### src/design/xte_pkg.sv
// Shared constants and helpers for the XML text escaping UTF-8 encoder.
`default_nettype none
package xte_pkg;

    localparam int unsigned UNIT_W     = 16;
    localparam int unsigned BYTE_W     = 8;
    localparam int unsigned MAX_BYTES  = 6;
    localparam int unsigned CNT_W      = 3;
    localparam int unsigned PEND_W     = 11;

    localparam logic [UNIT_W-1:0] HIGH_SURR_MIN = 16'hD800;
    localparam logic [UNIT_W-1:0] HIGH_SURR_MAX = 16'hDBFF;
    localparam logic [UNIT_W-1:0] LOW_SURR_MIN  = 16'hDC00;
    localparam logic [UNIT_W-1:0] LOW_SURR_MAX  = 16'hDFFF;
    localparam logic [UNIT_W-1:0] CTRL_LIMIT    = 16'h0020;
    localparam logic [UNIT_W-1:0] CHAR_TAB      = 16'h0009;
    localparam logic [UNIT_W-1:0] CHAR_LF       = 16'h000A;
    localparam logic [UNIT_W-1:0] CHAR_AMP      = 16'h0026;
    localparam logic [UNIT_W-1:0] CHAR_LT       = 16'h003C;
    localparam logic [UNIT_W-1:0] CHAR_GT       = 16'h003E;
    localparam logic [UNIT_W-1:0] CHAR_QUOT     = 16'h0022;
    localparam logic [BYTE_W-1:0] SPACE_BYTE    = 8'h20;

    typedef logic [MAX_BYTES*BYTE_W-1:0] byte_seq_t;

    // Entity strings, first byte in the lowest bits.
    localparam byte_seq_t ENT_AMP  = 48'h00_3B_70_6D_61_26; // "&amp;"
    localparam byte_seq_t ENT_LT   = 48'h00_00_3B_74_6C_26; // "&lt;"
    localparam byte_seq_t ENT_GT   = 48'h00_00_3B_74_67_26; // "&gt;"
    localparam byte_seq_t ENT_QUOT = 48'h3B_74_6F_75_71_26; // "&quot;"

    // U+FFFD as UTF-8, first byte in the lowest bits.
    localparam logic [3*BYTE_W-1:0] REPL_SEQ = 24'hBD_BF_EF;

    typedef struct packed {
        byte_seq_t        seq;
        logic [CNT_W-1:0] len;
    } enc_t;

    // UTF-8 encoding of a code point in the basic plane (one to three bytes).
    function automatic enc_t encode_bmp(input logic [UNIT_W-1:0] cp);
        enc_t r;
        r.seq = '0;
        if (cp < 16'h0080) begin
            r.seq[7:0] = cp[7:0];
            r.len      = CNT_W'(1);
        end else if (cp < 16'h0800) begin
            r.seq[7:0]  = {3'b110, cp[10:6]};
            r.seq[15:8] = {2'b10, cp[5:0]};
            r.len       = CNT_W'(2);
        end else begin
            r.seq[7:0]   = {4'b1110, cp[15:12]};
            r.seq[15:8]  = {2'b10, cp[11:6]};
            r.seq[23:16] = {2'b10, cp[5:0]};
            r.len        = CNT_W'(3);
        end
        return r;
    endfunction

endpackage
`default_nettype wire

### src/design/xml_text_escape_utf8_unit.sv
// Top level: UTF-16 to UTF-8 encoder with XML character-data escaping.
//
// Usage: UTF-16 code units enter on the s_ channel, one unit per beat, with
// s_tlast marking the last unit of a string. Escaped UTF-8 bytes leave on the
// m_ channel, one byte per beat, with m_tlast set on the final byte that an
// input unit produces. A high surrogate that is not the last unit produces no
// bytes; it is held and joined with the following low surrogate.
// Latency: the first byte of a unit appears on m_ the cycle after the unit is accepted.
// Throughput: one unit per cycle while each unit yields one byte and m_tready
// stays high; a unit that yields more bytes occupies the output byte buffer,
// and the next unit is taken in the cycle its final byte leaves. The limit is
// the single output byte lane.
// Reset: aresetn low for one clock edge empties the byte buffer and drops any
// held high surrogate.
// Stalls: when m_tready is low the current byte holds steady and s_tready
// is low while any byte is buffered, as it is whenever more than one is left.
`default_nettype none
module xml_text_escape_utf8_unit (
    input  wire logic        aclk,
    input  wire logic        aresetn,
    input  wire logic        s_tvalid,
    output logic             s_tready,
    input  wire logic [15:0] s_tdata,  // [15:0] code_unit
    input  wire logic        s_tlast,  // end_of_text
    output logic             m_tvalid,
    input  wire logic        m_tready,
    output logic [7:0]       m_tdata,  // [7:0] out_byte
    output logic             m_tlast   // last_of_run
);

    localparam int unsigned BW = xte_pkg::BYTE_W;
    localparam int unsigned CW = xte_pkg::CNT_W;

    xte_pkg::byte_seq_t       buf_reg, buf_next;
    logic [CW-1:0]            rem_reg, rem_next;
    logic [xte_pkg::PEND_W-1:0] pend_reg, pend_next;

    logic                     accept;
    logic                     held, is_high, is_low, is_ent, is_ctrl;
    logic [15:0]              u;
    logic [20:0]              cp_sup;
    xte_pkg::enc_t            sfx, bmp;
    logic                     add_repl;
    xte_pkg::byte_seq_t       seq;
    logic [CW-1:0]            seq_len;

    assign u        = s_tdata;
    assign held     = pend_reg[10];
    assign is_high  = (u >= xte_pkg::HIGH_SURR_MIN) && (u <= xte_pkg::HIGH_SURR_MAX);
    assign is_low   = (u >= xte_pkg::LOW_SURR_MIN) && (u <= xte_pkg::LOW_SURR_MAX);
    assign is_ent   = (u == xte_pkg::CHAR_AMP) || (u == xte_pkg::CHAR_LT)
                   || (u == xte_pkg::CHAR_GT) || (u == xte_pkg::CHAR_QUOT);
    assign is_ctrl  = (u < xte_pkg::CTRL_LIMIT) && (u != xte_pkg::CHAR_TAB)
                   && (u != xte_pkg::CHAR_LF);
    assign bmp      = xte_pkg::encode_bmp(u);
    assign cp_sup   = 21'h10000 + {1'b0, pend_reg[9:0], u[9:0]};

    // Bytes caused by the unit itself, ignoring any orphaned high surrogate.
    always_comb begin
        sfx.seq = '0;
        sfx.len = '0;
        if (held && is_low) begin
            sfx.seq[7:0]   = {5'b11110, cp_sup[20:18]};
            sfx.seq[15:8]  = {2'b10, cp_sup[17:12]};
            sfx.seq[23:16] = {2'b10, cp_sup[11:6]};
            sfx.seq[31:24] = {2'b10, cp_sup[5:0]};
            sfx.len        = CW'(4);
        end else if (u == xte_pkg::CHAR_AMP) begin
            sfx.seq = xte_pkg::ENT_AMP;
            sfx.len = CW'(5);
        end else if (u == xte_pkg::CHAR_LT) begin
            sfx.seq = xte_pkg::ENT_LT;
            sfx.len = CW'(4);
        end else if (u == xte_pkg::CHAR_GT) begin
            sfx.seq = xte_pkg::ENT_GT;
            sfx.len = CW'(4);
        end else if (u == xte_pkg::CHAR_QUOT) begin
            sfx.seq = xte_pkg::ENT_QUOT;
            sfx.len = CW'(6);
        end else if (is_ctrl) begin
            sfx.seq[7:0] = xte_pkg::SPACE_BYTE;
            sfx.len      = CW'(1);
        end else if (is_high) begin
            if (s_tlast) begin
                sfx.seq[23:0] = xte_pkg::REPL_SEQ;
                sfx.len       = CW'(3);
            end
        end else if (is_low) begin
            sfx.seq[23:0] = xte_pkg::REPL_SEQ;
            sfx.len       = CW'(3);
        end else begin
            sfx = bmp;
        end
    end

    // An orphaned high surrogate becomes U+FFFD, except before an entity,
    // where it is dropped so the run still fits six bytes.
    assign add_repl = held && !is_low && !is_ent;

    always_comb begin
        if (add_repl) begin
            seq     = {sfx.seq[3*BW-1:0], xte_pkg::REPL_SEQ};
            seq_len = sfx.len + CW'(3);
        end else begin
            seq     = sfx.seq;
            seq_len = sfx.len;
        end
    end

    assign s_tready = (rem_reg == '0) || ((rem_reg == CW'(1)) && m_tready);
    assign accept   = s_tvalid && s_tready;

    assign m_tvalid = (rem_reg != '0);
    assign m_tdata  = buf_reg[BW-1:0];
    assign m_tlast  = (rem_reg == CW'(1));

    always_comb begin
        buf_next  = buf_reg;
        rem_next  = rem_reg;
        pend_next = pend_reg;
        if (accept) begin
            buf_next  = seq;
            rem_next  = seq_len;
            pend_next = (is_high && !s_tlast) ? {1'b1, u[9:0]} : '0;
        end else if (m_tvalid && m_tready) begin
            buf_next = buf_reg >> BW;
            rem_next = rem_reg - CW'(1);
        end
    end

    always_ff @(posedge aclk) begin
        buf_reg <= buf_next;
        if (!aresetn) begin
            rem_reg  <= '0;
            pend_reg <= '0;
        end else begin
            rem_reg  <= rem_next;
            pend_reg <= pend_next;
        end
    end

endmodule
`default_nettype wire

### config.mk
export PLATFORM = sky130hd
export DESIGN_NAME = xml_text_escape_utf8_unit
export DESIGN_NICKNAME = d
export VERILOG_FILES = /design/src/design/xte_pkg.sv /design/src/design/xml_text_escape_utf8_unit.sv
export SDC_FILE = /design/constraint.sdc
export NUM_CORES = 1
export LEC_CHECK = 0
export BUFFER_PORTS_ARGS = -buffer_cell sky130_fd_sc_hd__buf_2
export CAP_MARGIN = 0
export CORE_UTILIZATION = 60
export DETAILED_ROUTE_END_ITERATION = 12
export PLACE_DENSITY = 0.84
export SYNTH_ARGS = -nofsm -noshare
export SYNTH_HDL_FRONTEND = slang
export SYNTH_SLANG_ARGS = --single-unit
### constraint.sdc
create_clock -name aclk -period 2.9 [get_ports aclk]
set_input_delay 0.145 -clock aclk [delete_from_list [all_inputs] [get_ports aclk]]
set_output_delay 0.145 -clock aclk [all_outputs]
set_load 0.05 [all_outputs]
# Word level (Yosys, flattened, before mapping)
# Cells that the tools add are included.
# classes
addsub	3
magnitude_cmp	7
n_eq_ne	7
mux	22
n_reduce_logical	21
# op_table
cell	count
$mux 51	4
$mux 48	3
$mux 27	3
$eq 16x6->1 const B	4
$mux 16	3
$mux 35	1
$mux 11	3
$ge 16x16->1 const B	2
$le 16x16->1 const B	2
$ne 16x4->1 const B	2
$add 17x20->21 const A	1
$mux 17	1
$lt 16x12->1 const B	1
$lt 16x6->1 const B	1
$lt 16x8->1 const B	1
$logic_and 1x1->1	11
$mux 3	3
$mux 8	1
$logic_or 1x1->1	4
$add 3x2->3 const B	1
$eq 3x1->1 const B	1
$logic_not 1->1	3
$logic_not 3->1	1
$reduce_bool 3->1	1
other kinds (2)	2
# word_totals
ff_bits	62
inputBits	21
output_inout_bits	11
word_cells	63

# Logic depth before layout (Yosys ltp)
# logic_depth
word_depth	14
mapped_depth	9
mapped_depth_nobuf	8

# Worst setup path after synthesis
# No wires, ideal clock.
# synth_timing
path_type	reg2reg
from	reg rem_reg[0]
to	reg rem_reg[0]
setup_ps	74
arrival_ps	2066
t_required_ps	2826
path_slack_ps	759
path_stages_with_launch	9
n_path_buf	0
synth_period_minus_slack_ps	2141
cell_sequence	dfxtp_1 > inv_1 > ha_1 > nor2b_1 > mux2_2 > o21ai_0 > a31oi_1 > o21ai_0 > a31oi_1
# synth_between
elab_chain_cells	5
elab_cells_between_ends	11
classes_between	1 x add/sub; 1 x eq/ne; 2 x mux; 7 x reduce/logical
# synth_lines
element	line	text
start, declared	xml_text_escape_utf8_unit.sv:35	logic [CW-1:0] rem_reg, rem_next;
start signal, assigned	xml_text_escape_utf8_unit.sv:137	rem_reg <= rem_next;
branches (longest 5 deep; another with $sub 3x1->3)	n/a	
# Parallel ways; which one is timed is not known. The select of a mux whose other input is x is not followed.
# A chain may end at the register's enable or synchronous reset.

# Worst setup path in the final report
# layout_timing
from	reg rem_reg[1]
to	reg buf_reg[47], data pin
# layout_between
elab_chain_cells	5
elab_cells_between_ends	6
classes_between	1 x eq/ne; 1 x mux; 4 x reduce/logical
# layout_lines
element	line	text
$eq 3x1->1	xml_text_escape_utf8_unit.sv:110	assign s_tready = (rem_reg == '0) || ((rem_reg == CW'(1)) && m_tready);
$logic_and 1x1->1	xml_text_escape_utf8_unit.sv:110	
$logic_or 1x1->1 (*)	xml_text_escape_utf8_unit.sv:110	
$logic_and 1x1->1 (*)	xml_text_escape_utf8_unit.sv:111	assign accept = s_tvalid && s_tready;
$mux 48 (*)	xml_text_escape_utf8_unit.sv:121	if (accept) begin
end signal, assigned	xml_text_escape_utf8_unit.sv:132	buf_reg <= buf_next;
end, declared	xml_text_escape_utf8_unit.sv:34	xte_pkg::byte_seq_t buf_reg, buf_next;
# Every way passes the cells marked *; elsewhere a longest branch is shown, timed or not.

==> impl_metrics.tcl <==
set metrics [dict create \
    seq_area_frac_synth 0.452 \
    hold_path_end "rem_reg[2]$_SDFFE_PN0P_" \
    fin_nets 435 \
    cp.arrival_ns 2.57 \
    finalInstanceArea_mm2 0.00406 \
    min_from "aresetn" \
    port_buffers 31 \
    first_iter_violations 444 \
    finalSetupTns_ns 0 \
    largest_reg_flops 48 \
    viasPerCell 6.87 \
    leakagePower_nw 1.48 \
    routed_wl_um 10400 \
    hold_viol 0 \
    vias 3359 \
    cts_root_buffer "clkbuf_8" \
    cts_tree "yes" \
    status "finished, final reports clean" \
    rows 28 \
    placedCellCount 473 \
    tightest_slew_ns 0.848 \
    yosysWarnings 0 \
    grt_overflow_total 0 \
    drive_gt1_frac 0.198 \
    diodes 0 \
    cts_max_level 3 \
    synth_top_area_frac 0.378 \
    min_path_cells 2 \
    grt_pass1_wl_um 16100 \
    reg2reg_depth 7 \
    synth_largest_area_cell "edfxtp_1" \
    drcViolationCount 0 \
    first_global_vias 2969 \
    place_congestion 1.01 \
    clkSinkCount 62 \
    cp.required_ns 3.07 \
    die_h_um 81.7 \
    ys_ff_latch 62 \
    final_cells 489 \
    cts_resized 0 \
    relSlewSlack 0.430 \
    fmax_mhz 418 \
    cts.clk_slew.worst_paths_ns 0.07 \
    syn_inst 393 \
    syn_area_mm2 0.00381 \
    fp.coreArea_mm2 0.00603 \
    dr.pass1.iters 6 \
    synth-main-ff-cell "edfxtp_1" \
    end_kind "flop" \
    syn_nets 419 \
    die-area_mm2 0.00667 \
    rsz0062_at_grt "false" \
    min_period_over_period 0.826 \
    track_usage 0.339 \
    dpl-instance-area_mm2 0.00387 \
    hpwl_um 7360 \
    io-pin-count 32 \
    yosys-top-cells-area "edfxtp_1 (38%), dfxtp_1 (7.4%), a21oi_1 (4.7%)" \
    r2r_end "buf_reg[47]$_SDFFCE_PN0P_" \
    path_class "flop to flop" \
    numCtsBuffers 9 \
    power_density_mw_per_mm2 779 \
    async_flop_share 0 \
    grt_antenna_before_repair 0 \
    path_max_fanout 10 \
    wl_per_cell_um 21.2 \
    fin_worst_skew_ns 0.00919 \
    area_growth_pct 6.47 \
    cts.path.max_buffers 2 \
    ff2ff_setup_slack_ns 0.50 \
    cts.hold.buffers_added 0 \
    yosysUniqueCellTypes 65 \
    synth_edf_count 48 \
    hold_path.class "primary input to flop" \
    setup_viol 0 \
    startpoint_type "flop" \
    r2r-start "rem_reg[1]$_SDFFE_PN0P_" \
    peakVddDrop_uv 682 \
    slew_violations 0 \
    timing.final.crit_period_ns 2.40 \
    synth_area_per_cell_um2 9.70 \
    initial_core_util 0.632 \
    die_w_um 81.7 \
    max_cap_viol_count 0 \
    ant_nets 0 \
    grt_max_degree 29 \
    clkLatencyLatePin_ns 0.35 \
    postCtsSetupRepairBufs 0 \
]
[cells in the final DEF, fill, tap and decap left out, types with 5 or more instances in the layout]
| cell type | Yosys | routed |
|---|---|---|
| a21oi_1 | 36 | 36 |
| a22oi_1 | 12 | 12 |
| a31oi_1 | 7 | 7 |
| buf_2 | 5 | 31 |
| buf_4 | 10 | 14 |
| clkbuf_8 | 4 | 9 |
| dfxtp_1 | 14 | 14 |
| edfxtp_1 | 48 | 48 |
| ha_1 | 5 | 5 |
| inv_1 | 7 | 7 |
| nand2_1 | 30 | 30 |
| nand3_1 | 10 | 10 |
| nor2_1 | 37 | 37 |
| nor2b_1 | 14 | 14 |
| nor3_1 | 11 | 11 |
| o211ai_1 | 6 | 6 |
| o21ai_0 | 31 | 31 |
| o22a_1 | 7 | 7 |
| o2bb2ai_1 | 5 | 5 |
[per-stage QoR]
stage | hold WS [ns] | setup WS (ns) | total power [mW] | util
after global placement | 0.494 | 0.488 | 2.39 | 0.642
after CTS | 0.156 | 0.510 | 3.16 | 0.673
after detailed placement | 0.508 | 0.511 | 2.42 | 0.642
final | 0.165 | 0.505 | 3.16 | 0.673
after global routing | 0.167 | 0.355 | 3.31 | 0.673
after floorplan | 0.273 | 0.759 | 2.22 | -
[area by class of cell]
type / instances / area [um2]
fill: 504 / 1970
multi-input combinational: 284 / 1770
sequential: 62 / 1720
timing repair buffer: 45 / 260
clock buffer: 10 / 128
tap: 75 / 93.8
clock inverter: 6 / 61.3
inverter: 7 / 26.3
[cells by family after synthesis]
kind of cell | after synthesis | synth area share
XOR/XNOR | 4 | 0.00919
AO/OA/AOI/OAI | 136 | 0.238
other | 1 | 0.000984
flip-flops | 62 | 0.452
adder cells (fa/ha/maj) | 5 | 0.0164
AND/OR/NAND/NOR | 136 | 0.192
multiplexers | 2 | 0.00591
buffers and inverters | 47 | 0.0860
[Yosys cell counts (3+ instances only)]
cell and n:
nand2_1 30, ha_1 5, nor2_1 37, or3_1 4, buf_4 10, o2bb2ai_1 5
clkbuf_1 12, a21oi_1 36, clkbuf_8 4, a31oi_1 7, or4_1 3, nand4_1 4
o21ai_1 3, o21ai_0 31, o211ai_1 6, nand3_1 10, buf_2 5, xor2_1 4
inv_1 7, nor3_1 11, edfxtp_1 48, o22ai_1 3, buf_6 9, o22a_1 7
a221o_1 4, nor4b_1 3, a22oi_1 12, nor2b_1 14, dfxtp_1 14
[routing by layer]
metal,routed length (um),vias to the layer above,global-route usage
met1,4250,1572,0.471
met4,362,0,0.140
li1,-,1513,-
met2,4720,240,0.513
met5,0,-,0
met3,1030,34,0.0733
[worst max-delay path, stage by stage, from the launching register on]
cell and delay, ns:
dfxtp_1 0.31, inv_1 0.08, ha_1 0.16, a21oi_1 0.09, or3b_2 0.57, or3_1 0.55, buf_4 0.23, nor3_1 0.22
[how the worst max path moves through the flow]
stage	start	end	slack (ns)	depth (start not counted)
after detailed placement	s_tdata[1]	buf_reg[44]$_SDFFCE_PN0P_	0.51	7
final	rem_reg[1]$_SDFFE_PN0P_	buf_reg[47]$_SDFFCE_PN0P_	0.50	7
after global routing	rem_reg[0]$_SDFFE_PN0P_	buf_reg[24]$_DFFE_PP_	0.36	7
after floorplan	rem_reg[0]$_SDFFE_PN0P_	rem_reg[0]$_SDFFE_PN0P_	0.76	8
after CTS	rem_reg[1]$_SDFFE_PN0P_	buf_reg[24]$_DFFE_PP_	0.51	7
after global placement	s_tdata[1]	buf_reg[24]$_DFFE_PP_	0.49	7
[report_power, final]
group	internal, mW	switching, mW
clock	0.395	0.353
combinational	0.315	0.700
sequential	1.32	0.0829
total	2.03	1.14
(Power assumes the default switching activity.)
